## src/rtl/core/lrupr_pkg.sv

```systemverilog
// lrupr_pkg: sizes, search and update records, controller states and width helpers
// for the lru page replacement block; no dependencies
package lrupr_pkg;

    localparam int MAX_FRAMES = 16;
    localparam int PAGE_BITS  = 16;

    // fixed port widths
    localparam int PAGE_NUMBER_W  = 16;
    localparam int FRAME_INDEX_W  = 4;
    localparam int EVICTED_PAGE_W = 16;
    localparam int FAULT_W        = 32;
    localparam int CFG_W          = 5;
    localparam logic [CFG_W-1:0] CFG_RESET = 5'd16;

    // internal widths
    localparam int FRAME_W = (MAX_FRAMES > 1) ? $clog2(MAX_FRAMES) : 1;
    localparam int RANK_W  = FRAME_W;
    localparam int CNT_W   = $clog2(MAX_FRAMES + 1);
    localparam int CMP_W   = (CFG_W > CNT_W) ? CFG_W : CNT_W;
    localparam int PAGE_WIDE_W = (PAGE_BITS > PAGE_NUMBER_W) ? PAGE_BITS : PAGE_NUMBER_W;
    localparam int EVP_WIDE_W  = (PAGE_BITS > EVICTED_PAGE_W) ? PAGE_BITS : EVICTED_PAGE_W;
    localparam int FIDX_WIDE_W = (FRAME_W > FRAME_INDEX_W) ? FRAME_W : FRAME_INDEX_W;

    // search record walking down the cell chain
    typedef struct packed {
        logic                 live;
        logic [PAGE_BITS-1:0] page;
        logic [CNT_W-1:0]     pos;
        logic [CNT_W-1:0]     active;
        logic                 hit_found;
        logic [FRAME_W-1:0]   hit_idx;
        logic [RANK_W-1:0]    hit_rank;
        logic                 vacant_found;
        logic [FRAME_W-1:0]   empty_idx;
        logic [FRAME_W-1:0]   lru_idx;
        logic [RANK_W-1:0]    lru_rank;
        logic [PAGE_BITS-1:0] lru_page;
    } search_t;

    // broadcast to every cell once per reference
    typedef struct packed {
        logic                 en;
        logic                 clear;
        logic                 promote_all;
        logic [RANK_W-1:0]    limit;
        logic [PAGE_BITS-1:0] page;
    } update_t;

    typedef enum logic [1:0] {
        ST_IDLE,
        ST_SEARCH,
        ST_DECIDE
    } state_t;

    function automatic logic [PAGE_BITS-1:0] to_store_page(input logic [PAGE_NUMBER_W-1:0] p);
        logic [PAGE_WIDE_W-1:0] w;
        w = PAGE_WIDE_W'(p);
        return w[PAGE_BITS-1:0];
    endfunction

    function automatic logic [EVICTED_PAGE_W-1:0] to_evicted_page(input logic [PAGE_BITS-1:0] p);
        logic [EVP_WIDE_W-1:0] w;
        w = EVP_WIDE_W'(p);
        return w[EVICTED_PAGE_W-1:0];
    endfunction

    function automatic logic [FRAME_INDEX_W-1:0] to_frame_index(input logic [FRAME_W-1:0] f);
        logic [FIDX_WIDE_W-1:0] w;
        w = FIDX_WIDE_W'(f);
        return w[FRAME_INDEX_W-1:0];
    endfunction

endpackage

```

## src/rtl/core/lrupr_cell.sv

```systemverilog
// lrupr_cell: one page frame (page, valid, recency rank) plus one stage of the search chain
// depends on lrupr_pkg
module lrupr_cell (
    input  logic              clk,
    input  logic              rst_n,
    input  lrupr_pkg::search_t rec_in,
    output lrupr_pkg::search_t rec_out,
    input  lrupr_pkg::update_t upd,
    input  logic              sel
);

    lrupr_pkg::search_t              rec_reg, rec_next;
    logic [lrupr_pkg::PAGE_BITS-1:0] page_reg, page_next;
    logic                            valid_reg, valid_next;
    logic [lrupr_pkg::RANK_W-1:0]    rank_reg, rank_next;
    logic                            in_use;
    logic [lrupr_pkg::FRAME_W-1:0]   my_idx;

    assign rec_out = rec_reg;

    always_comb
    begin
        in_use   = (rec_in.pos < rec_in.active);
        my_idx   = rec_in.pos[lrupr_pkg::FRAME_W-1:0];
        rec_next = rec_in;
        rec_next.pos = rec_in.pos + 1'b1;
        // lowest matching frame wins
        if (in_use && valid_reg && (page_reg == rec_in.page) && !rec_in.hit_found)
        begin
            rec_next.hit_found = 1'b1;
            rec_next.hit_idx   = my_idx;
            rec_next.hit_rank  = rank_reg;
        end
        if (in_use && !valid_reg && !rec_in.vacant_found)
        begin
            rec_next.vacant_found = 1'b1;
            rec_next.empty_idx    = my_idx;
        end
        // oldest frame, later frames win ties
        if (in_use && (rank_reg >= rec_in.lru_rank))
        begin
            rec_next.lru_idx  = my_idx;
            rec_next.lru_rank = rank_reg;
            rec_next.lru_page = page_reg;
        end
    end

    always_comb
    begin
        page_next  = page_reg;
        valid_next = valid_reg;
        rank_next  = rank_reg;
        if (upd.clear)
        begin
            valid_next = 1'b0;
            rank_next  = '0;
        end
        else if (upd.en)
        begin
            if (sel)
            begin
                valid_next = 1'b1;
                rank_next  = '0;
                page_next  = upd.page;
            end
            else if (valid_reg && (upd.promote_all || (rank_reg < upd.limit)))
            begin
                rank_next = rank_reg + 1'b1;
            end
        end
    end

    always_ff @(posedge clk or negedge rst_n)
    begin
        if (!rst_n)
        begin
            rec_reg   <= '0;
            valid_reg <= 1'b0;
            rank_reg  <= '0;
        end
        else
        begin
            rec_reg   <= rec_next;
            valid_reg <= valid_next;
            rank_reg  <= rank_next;
        end
    end

    always_ff @(posedge clk)
    begin
        page_reg <= page_next;
    end

endmodule

```

## src/rtl/core/lru_page_replacement.sv

```systemverilog
// lru_page_replacement: lru page replacement over a row of frame cells
// an accepted reference is registered at the head and steps through the cell chain one cell per cycle;
// the finished search is captured in the hold register, then decided and written to the output registers
// once the output is free; a new reference is accepted only in idle, after the previous result is issued
// reset: all frames empty, fault count zero, frames_in_use 16
// depends on lrupr_pkg and lrupr_cell
module lru_page_replacement (
    input  logic                                  clk,
    input  logic                                  rst_n,
    input  logic                                  in_valid,
    output logic                                  in_ready,
    input  logic [lrupr_pkg::PAGE_NUMBER_W-1:0]   page_number,
    input  logic                                  end_of_string,
    output logic                                  out_valid,
    input  logic                                  out_ready,
    output logic                                  hit,
    output logic [lrupr_pkg::FRAME_INDEX_W-1:0]   frame_index,
    output logic                                  evicted_valid,
    output logic [lrupr_pkg::EVICTED_PAGE_W-1:0]  evicted_page,
    output logic [lrupr_pkg::FAULT_W-1:0]         fault_total,
    input  logic                                  cfg_valid,
    output logic                                  cfg_ready,
    input  logic [lrupr_pkg::CFG_W-1:0]           cfg_data
);

    localparam int NF = lrupr_pkg::MAX_FRAMES;

    lrupr_pkg::state_t  state_reg, state_next;
    lrupr_pkg::search_t head_reg, head_next;
    lrupr_pkg::search_t hold_reg;
    lrupr_pkg::search_t chain [NF+1];
    lrupr_pkg::update_t upd;
    logic [NF-1:0]      sel;
    logic [NF:0]        live_vec;

    logic [lrupr_pkg::CFG_W-1:0]   frames_in_use_reg;
    logic [lrupr_pkg::CMP_W-1:0]   cfg_ext;
    logic [lrupr_pkg::CNT_W-1:0]   active;
    logic                          last_reg;
    logic [lrupr_pkg::FAULT_W-1:0] fault_count_reg, fault_count_next, fault_inc;

    logic                            capture, fire;
    logic                            dec_hit, dec_ev, dec_all;
    logic [lrupr_pkg::FRAME_W-1:0]   dec_f;
    logic [lrupr_pkg::RANK_W-1:0]    dec_limit;

    logic                                 out_valid_reg;
    logic                                 hit_reg, evicted_valid_reg;
    logic [lrupr_pkg::FRAME_INDEX_W-1:0]  frame_index_reg;
    logic [lrupr_pkg::EVICTED_PAGE_W-1:0] evicted_page_reg;
    logic [lrupr_pkg::FAULT_W-1:0]        fault_total_reg;

    // configuration
    assign cfg_ready = 1'b1;

    always_ff @(posedge clk or negedge rst_n)
    begin
        if (!rst_n)
            frames_in_use_reg <= lrupr_pkg::CFG_RESET;
        else if (cfg_valid)
            frames_in_use_reg <= cfg_data;
    end

    // clamp to 1..MAX_FRAMES
    always_comb
    begin
        cfg_ext = lrupr_pkg::CMP_W'(frames_in_use_reg);
        if (cfg_ext == '0)
            active = lrupr_pkg::CNT_W'(1);
        else if (cfg_ext > lrupr_pkg::CMP_W'(NF))
            active = lrupr_pkg::CNT_W'(NF);
        else
            active = lrupr_pkg::CNT_W'(cfg_ext);
    end

    // controller
    always_comb
    begin
        state_next = state_reg;
        in_ready   = 1'b0;
        capture    = 1'b0;
        fire       = 1'b0;
        unique case (state_reg)
            lrupr_pkg::ST_IDLE:
            begin
                in_ready = 1'b1;
                if (in_valid)
                    state_next = lrupr_pkg::ST_SEARCH;
            end
            lrupr_pkg::ST_SEARCH:
            begin
                if (chain[NF].live)
                begin
                    capture    = 1'b1;
                    state_next = lrupr_pkg::ST_DECIDE;
                end
            end
            lrupr_pkg::ST_DECIDE:
            begin
                if (!out_valid_reg || out_ready)
                begin
                    fire       = 1'b1;
                    state_next = lrupr_pkg::ST_IDLE;
                end
            end
            default:
                state_next = lrupr_pkg::ST_IDLE;
        endcase
    end

    // head of the chain: a fresh search record for one cycle after acceptance
    always_comb
    begin
        head_next      = '0;
        head_next.page = lrupr_pkg::to_store_page(page_number);
        head_next.live = in_valid && in_ready;
        head_next.active = active;
    end

    always_ff @(posedge clk or negedge rst_n)
    begin
        if (!rst_n)
        begin
            state_reg <= lrupr_pkg::ST_IDLE;
            head_reg  <= '0;
        end
        else
        begin
            state_reg <= state_next;
            head_reg  <= head_next;
        end
    end

    always_ff @(posedge clk)
    begin
        if (in_valid && in_ready)
            last_reg <= end_of_string;
        if (capture)
            hold_reg <= chain[NF];
    end

    assign chain[0] = head_reg;

    for (genvar i = 0; i < NF; i++)
    begin : g_cell
        lrupr_cell u_cell (
            .clk     (clk),
            .rst_n   (rst_n),
            .rec_in  (chain[i]),
            .rec_out (chain[i+1]),
            .upd     (upd),
            .sel     (sel[i])
        );
    end

    always_comb
    begin
        for (int i = 0; i <= NF; i++)
            live_vec[i] = chain[i].live;
    end

    // decision from the finished search
    always_comb
    begin
        dec_hit   = hold_reg.hit_found;
        dec_ev    = 1'b0;
        dec_all   = 1'b0;
        dec_f     = hold_reg.lru_idx;
        dec_limit = hold_reg.lru_rank;
        if (hold_reg.hit_found)
        begin
            dec_f     = hold_reg.hit_idx;
            dec_limit = hold_reg.hit_rank;
        end
        else if (hold_reg.vacant_found)
        begin
            dec_f   = hold_reg.empty_idx;
            dec_all = 1'b1;
        end
        else
        begin
            dec_ev = 1'b1;
        end
    end

    always_comb
    begin
        upd.en          = fire && !last_reg;
        upd.clear       = fire && last_reg;
        upd.promote_all = dec_all;
        upd.limit       = dec_limit;
        upd.page        = hold_reg.page;
        for (int i = 0; i < NF; i++)
            sel[i] = (dec_f == lrupr_pkg::FRAME_W'(i));
    end

    // saturating fault count, cleared after the last reference of a string
    always_comb
    begin
        if (dec_hit || (fault_count_reg == '1))
            fault_inc = fault_count_reg;
        else
            fault_inc = fault_count_reg + 1'b1;
        fault_count_next = fault_count_reg;
        if (fire)
            fault_count_next = last_reg ? '0 : fault_inc;
    end

    always_ff @(posedge clk or negedge rst_n)
    begin
        if (!rst_n)
        begin
            fault_count_reg <= '0;
            out_valid_reg   <= 1'b0;
        end
        else
        begin
            fault_count_reg <= fault_count_next;
            if (fire)
                out_valid_reg <= 1'b1;
            else if (out_ready)
                out_valid_reg <= 1'b0;
        end
    end

    always_ff @(posedge clk)
    begin
        if (fire)
        begin
            hit_reg           <= dec_hit;
            frame_index_reg   <= lrupr_pkg::to_frame_index(dec_f);
            evicted_valid_reg <= dec_ev;
            evicted_page_reg  <= dec_ev ? lrupr_pkg::to_evicted_page(hold_reg.lru_page) : '0;
            fault_total_reg   <= fault_inc;
        end
    end

    assign out_valid     = out_valid_reg;
    assign hit           = hit_reg;
    assign frame_index   = frame_index_reg;
    assign evicted_valid = evicted_valid_reg;
    assign evicted_page  = evicted_page_reg;
    assign fault_total   = fault_total_reg;

    // at most one search record in the chain
    a_one_search: assert property (@(posedge clk) disable iff (!rst_n)
        $onehot0(live_vec))
        else $error("more than one search record in the cell chain");

    // a new reference is only taken with the chain empty
    a_accept_idle: assert property (@(posedge clk) disable iff (!rst_n)
        (in_valid && in_ready) |-> (live_vec == '0) && !capture && !fire)
        else $error("reference accepted while a search is in flight");

    // a fault inside a string leaves a nonzero count
    a_fault_counted: assert property (@(posedge clk) disable iff (!rst_n)
        (fire && !dec_hit && !last_reg) |=> (fault_count_reg != '0))
        else $error("fault not counted");

endmodule
```

## config.mk

```make
export PLATFORM = sky130hd
export DESIGN_NAME = lru_page_replacement
export DESIGN_NICKNAME = d
export VERILOG_FILES = /design/src/rtl/core/lrupr_pkg.sv /design/src/rtl/core/lrupr_cell.sv /design/src/rtl/core/lru_page_replacement.sv
export SDC_FILE = /design/constraint.sdc
export NUM_CORES = 2
export LEC_CHECK = 0
export ABC_AREA = 1
export BUFFER_PORTS_ARGS = -buffer_cell sky130_fd_sc_hd__buf_2
export CORE_UTILIZATION = 55
export DETAILED_ROUTE_END_ITERATION = 16
export PLACE_DENSITY = 0.72
export SKIP_LAST_GASP = 1
export SLEW_MARGIN = 20
export SYNTH_ARGS = -nofsm -noshare
export SYNTH_HDL_FRONTEND = slang
export SYNTH_SLANG_ARGS = --single-unit
export TNS_END_PERCENT = 30
```

## constraint.sdc

```tcl
create_clock -name clk -period 8.5 [get_ports clk]
set_input_delay 0.85 -clock clk [delete_from_list [all_inputs] [get_ports clk]]
set_output_delay 0.85 -clock clk [all_outputs]
set_load 0.05 [all_outputs]
```

* Word-level counts from Yosys, hierarchy flattened
Cells that the tools add are included.
** Operators by class
- $add $sub $neg :: 31
- $lt $le $gt $ge :: 49
- Equality and inequality tests :: 37
- Muxes and demuxes :: 182
- Bitwise gates (word level) :: 1
- Reductions and logical operators :: 265
** Operators by type and width (number)
- $mux W24 :: 14
- $mux W4 :: 67
- $eq A16 B16 Y1 :: 16
- $mux W9 :: 16
- $logic_and A1 B1 Y1 :: 113
- $mux W5 :: 18
- $lt A5 B5 Y1 :: 14
- $add A5 B1 Y5 const B :: 13
- $add A4 B1 Y4 const B :: 16
- $lt A4 B4 Y1 :: 16
- $mux W32 :: 2
- $reduce_and A2 Y1 :: 32
- $ge A4 B4 Y1 :: 15
- $mux W1 :: 59
- $reduce_and A3 Y1 :: 17
- $logic_not A1 Y1 :: 48
- $reduce_bool A3 Y1 :: 16
- $reduce_bool A2 Y1 :: 18
- $add A32 B1 Y32 const B :: 1
- $eq A32 B32 Y1 const B :: 1
- $eq A4 B4 Y1 const B :: 8
- $mux W21 :: 1
- $mux W20 :: 1
- $logic_or A1 B1 Y1 :: 18
- other kinds (18) :: 25
** Word-level totals
- Register bits after elaboration :: 1526
- Input bits :: 27
- Output and inout port bits :: 57
- Logic and storage cells :: 824

* Longest topological paths before layout
- Depth in word-level cells :: 8
- Depth in mapped cells :: 13
- Mapped depth without buffers :: 12

* Modules after synthesis
From an unflattened synthesis, not the netlist that was laid out.
** Second synthesis, totals
- Cell total of the unflattened synthesis :: 7107
- Area total of the unflattened synthesis :: 67337.1 µm²
** Modules (own cells, without submodules)
- lrupr_cell at g_cell[0].u_cell ... :: times used 14, cells each 399, area an instance 3744.8 µm², seq. area each 2232.1 µm²
- lru_page_replacement :: times used 1, cells each 723, area an instance 7289.5 µm², seq. area each 4825.9 µm²
- lrupr_cell at g_cell[9].u_cell :: times used 1, cells each 400, area an instance 3853.7 µm², seq. area each 2232.1 µm²
- lrupr_cell at g_cell[15].u_cell :: times used 1, cells each 398, area an instance 3766.1 µm², seq. area each 2232.1 µm²

* Worst setup path after synthesis
OpenSTA, ideal clock, no wires.
- Path type :: input-to-reg
- Start point :: in out_ready
- End point :: reg g_cell[0].u_cell.rank_reg[0] (netlist name)
- Setup time :: 0.120 ns
- Data arrival time :: 3.357 ns
- Required time :: 8.380 ns
- Setup slack :: 5.023 ns
- Stages :: 8
- Buffers on the path :: 1
- Path through :: nor2_1 -> inv_1 -> nand2_1 -> inv_2 -> clkbuf_1 -> nand2_1 -> nand3_1 -> nand2_1
** On the way
- Longest elaborated chain between the ends :: 6
- Elaborated cells on any way between the ends :: 9
- Those cells by class :: 3 x mux; 6 x reduce/logical
** Ends and longest elaborated chain
- start: declaration :: RTL line lru_page_replacement.sv:15 : input logic out_ready,
- $logic_or A1 B1 Y1 (*) :: RTL line lru_page_replacement.sv:100 : if (!out_valid_reg || out_ready)
- $mux W1 (*) :: RTL line lru_page_replacement.sv:100
- $mux W1 (*) :: RTL line lru_page_replacement.sv:83 : unique case (state_reg)
- net fire :: RTL line lru_page_replacement.sv:42 : logic capture, fire;
- $logic_and A1 B1 Y1, on equally long branches :: RTL line lru_page_replacement.sv:189, lru_page_replacement.sv:188
- $reduce_bool A3 Y1 (no line) / $reduce_bool A2 Y1 (equally long branches)
- $reduce_and A2 Y1 (no line)
- end signal: assignment :: RTL line lrupr_cell.sv:85 : rank_reg <= rank_next;
- end: declaration :: RTL line lrupr_cell.sv:15 : logic [lrupr_pkg::RANK_W-1:0] rank_reg, rank_next;
Mark *: on every way through the listed nets, which the timed path passes. The rest lies on a longest branch.
A chain may end at the register's enable or synchronous reset.

* Final worst setup path
- Start point :: reg hold_reg, in the netlist dec_hit
- End point :: reg g_cell[15].u_cell.page_reg[13] (netlist name), enable pin
** On the way
- Longest elaborated chain between the ends :: 3
** Ends and longest elaborated chain
- start: declaration :: RTL line lru_page_replacement.sv:30 : lrupr_pkg::search_t hold_reg;
- start signal: assignment :: RTL line lru_page_replacement.sv:139 : hold_reg <= chain[NF];
- $mux W4 :: RTL line lru_page_replacement.sv:170 : if (hold_reg.hit_found)
- net dec_f (one bit) :: RTL line lru_page_replacement.sv:44 : logic [lrupr_pkg::FRAME_W-1:0] dec_f;
- $eq A4 B4 Y1 :: RTL line lru_page_replacement.sv:194 : sel[i] = (dec_f == lrupr_pkg::FRAME_W'(i));
- $reduce_and A3 Y1 (no line)
- end signal: assignment :: RTL line lrupr_cell.sv:91 : page_reg <= page_next;
- end: declaration :: RTL line lrupr_cell.sv:13 : logic [lrupr_pkg::PAGE_BITS-1:0] page_reg, page_next;
The timed path passes the listed nets, and every way through them passes these cells.

==> summary.md <==
| Metric | Value |
|---|---|
| Status | finished clean |
| Synth Area in Simple Gates | 19.95% |
| Synth area leader | dfrtp_1 |
| Pleak | 33.78 nW |
| Post-synthesis mux area share | 0.06733% |
| Top-area cell type share of the netlist area | 46.15% |
| Ports | 84 |
| Largest fanout on the critical path | 20 |
| Routed vias/inst | 5.406 |
| Critical path's largest stage delay | 0.83 ns |
| Initial Util | 55.41% |
| Pwr/cell area | 295.3 mW/mm2 |
| Synth warnings | 0 |
| Post_cts resized | 0 |
| Worst-Skew Late Latency | 0.78 ns |
| Synth cell types | 51 |
| P&R area growth vs syn | 12.55% |
| Total grt overflow | 0 |
| Setup WS post-layout | 5.056 ns |
| Cts bufs inserted | 152 |
| Post-CTS setup buffer count | 0 |
| Startpoint class of the critical path | flip-flop |
| GP Congestion | 0.9617 |
| Syn Inst Count | 6136 |
| Input/output buffers | 82 |
| Tmin final | 3.444 ns |
| Initial DRT Pass Iterations | 6 |
| Largest family of logic cells by synthesized area | simple AND/OR/NAND/NOR gates |
| Synth Register Bits | 1497 |
| Die area | 0.1128 mm2 |
| VDD IR max | 0.2039 mV |
| Cts hold-fix bufs | 0 |
| Vias in the first global route | 42770 |
| Core box area | 0.1107 mm2 |
| H-tree depth | 4 |
| DP Area | 0.06369 mm2 |
| GRT Overall Usage | 29.10% |
| DR iter-0 viols | 3868 |
| Layout Skew | 0.03483 ns |
| WP data arrival | 3.83 ns |
| Layout cells sized above 1 | 7.373% |
| Most common cell in the netlist | nand2_1 |
| Pin count of the biggest net entering global routing | 191 |
| Ys async rst share | 75.62% |
| Crit path kind | flip-flop to flip-flop |
| Clock sinks | 1497 |
| Final wirelength | 159600 um |
| Dpl hpwl | 114000 um |
| Wire per inst | 20.09 um |
| Placement Rows | 122 |
| DRT antenna net count | 0 |
| Max_slew headroom | 15.12% |
| Number of flip-flops in the largest register | 990 |
| Post-route total power | 20.38 mW |
| EDFF count, synth | 365 |
| Initial antenna violation count | 6 |
| Clock buffer depth | 3 |
| Nets | 6542 |
| Final setup fails | 0 |
| Clock-pin slew of the registers on the worst-case setup and hold paths | 0.06 ns |
| Fmax | 290.3 MHz |
| Primary FF master, synth | dfrtp_1 |
| Chip height | 335.9 um |
| Total negative slack | 0 ns |
| Compound-Gate Fraction of Synth Area | 4.499% |
| Crit share post-route | 40.52% |
| TritonCTS clock tree | done |
| Actual slew at the worst max-slew pin | 1.273 ns |
| First-pass GRT wire length | 246600 um |
| Area share of xor/xnor cells in the synthesized design | 2.214% |
| Hold Crit Class | input port to async pin |
| Worst r2r path cells | 7 |
| Post-Syn Area per Cell | 9.994 um2 |
| Crit-path cells | inv_2 -> nand3_1 -> nand3_2 -> nand2_1 -> nor2_1 -> o21ai_2 -> nor2_2 |
| Unrepaired setup endpoints after global routing | false |
| Worst setup EP type | flip-flop |
| Critical Path RT | 8.88 ns |
| Synth top area cells | dfrtp_1 (46%), edfxtp_1 (18%), nand2_1 (11%) |
| Synthesized area | 0.06132 mm2 |
| Adder-cell share of the synthesized area | 3.836% |
| Final slew viol count | 0 |
| Pre-CTS WS | 5.094 ns |
| Root Buffer | clkbuf_16 |
| Final Instance Area | 0.06902 mm2 |
| Die width | 335.9 um |
| Synth cell count leaders | nand2_1 (1817), dfrtp_1 (1131), inv_1 (732) |
| Sequential area share after synthesis | 64.07% |
| Final hold viol count | 0 |
| Detailed-route via count | 42950 |
| CP max stage cell | nor2_2 |
| Max cap viols | 0 |
| DRC Markers | 0 |
-- cells by family (layout without fill, tap and decap cells) --
| family | count (synthesis) | count (layout) |
|---|---|---|
| and+or+nand+nor | 2913 | 2913 |
| DFF | 1497 | 1497 |
| buffers and inverters | 856 | 1175 |
| AOI/OAI and AO/OA | 522 | 522 |
| adders and majority gates | 188 | 188 |
| xor gates and xnor gates | 155 | 155 |
| muxes | 4 | 4 |
| other | 1 | 3 |
-- critical path: cells and delay by family, from the launching register on --
family                 cells  cell delay, ns
AOI/OAI and AO/OA          1            0.18
buffers and inverters      1            0.45
DFF                        1            0.61
and+or+nand+nor            5            1.79
-- power by group --
part / switching (mW) / total (mW) / internal [mW]
logic: 3.04 / 4.13 / 1.09
clock network: 2.84 / 7.00 / 4.16
registers: 0.662 / 9.25 / 8.59
total: 6.54 / 20.4 / 13.8
-- final cells by class --
cell class / instances / area (um2)
Multi-Input combinational cell: 3784 / 18790
Antenna cell: 1 / 2.502
Sequential cell: 1497 / 39290
Inverter: 753 / 2831
Clock buffer: 211 / 4393
Clock inverter: 72 / 924.6
Tap cell: 1488 / 1862
Fill cell: 8785 / 41650
Timing Repair Buffer: 139 / 925.9
-- per-stage QoR --
| stage | utilization, % | hold WS [ns] | cells |
|---|---|---|---|
| 2_1_floorplan | - | 0.3312 | 6137 |
| 3_5_place_dp | 57.55 | 0.3347 | 7661 |
| 3_3_place_gp | 57.52 | 0.3347 | 7659 |
| 5_1_grt | 62.36 | 0.1526 | 7944 |
| 6_report | 62.37 | 0.1472 | 7945 |
| 4_1_cts | 62.36 | 0.1324 | 7944 |
-- placed cells by master (no fill, tap or decap), types with 25 or more instances in the layout --
master / instances
nand2_1: 1812
dfrtp_1: 1131
inv_1: 732
nor2_1: 463
o21ai_0: 386
edfxtp_1: 365
nand3_1: 286
nand4_1: 229
ha_1: 188
clkbuf_16: 158
xor2_1: 104
a21oi_1: 82
buf_2: 81
xnor2_1: 51
buf_4: 50
nand2_2: 32
clkbuf_1: 29
clkinv_1: 25
-- final timing paths --
check                                                 end                    startpoint  slack (ns)
max                        g_cell[15].u_cell.page_reg[13]                       dec_hit        5.06
min                          g_cell[15].u_cell.rec_out[6]                         rst_n        0.15
max reg2reg                g_cell[15].u_cell.page_reg[13]                       dec_hit        5.06
min reg2reg                  g_cell[3].u_cell.rec_out[64]  g_cell[2].u_cell.rec_out[64]        0.34
max in group asynchronous    g_cell[4].u_cell.rank_reg[2]                         rst_n        6.32
min in group clk                              chain[1088]                page_number[0]        0.17
-- layer usage --
layer  routed length (um)  share of wire (%)  up-vias  GRT usage (%)
li1                     -                  -    20130              -
met1                64240                 40    20810          37.53
met2                76550                 48     1565          47.60
met3                11050                6.9      436          5.611
met4                 7722                4.8        6          13.86
met5                   61              0.038        -              0
Note: power is estimated with default switching activity, not from simulation.
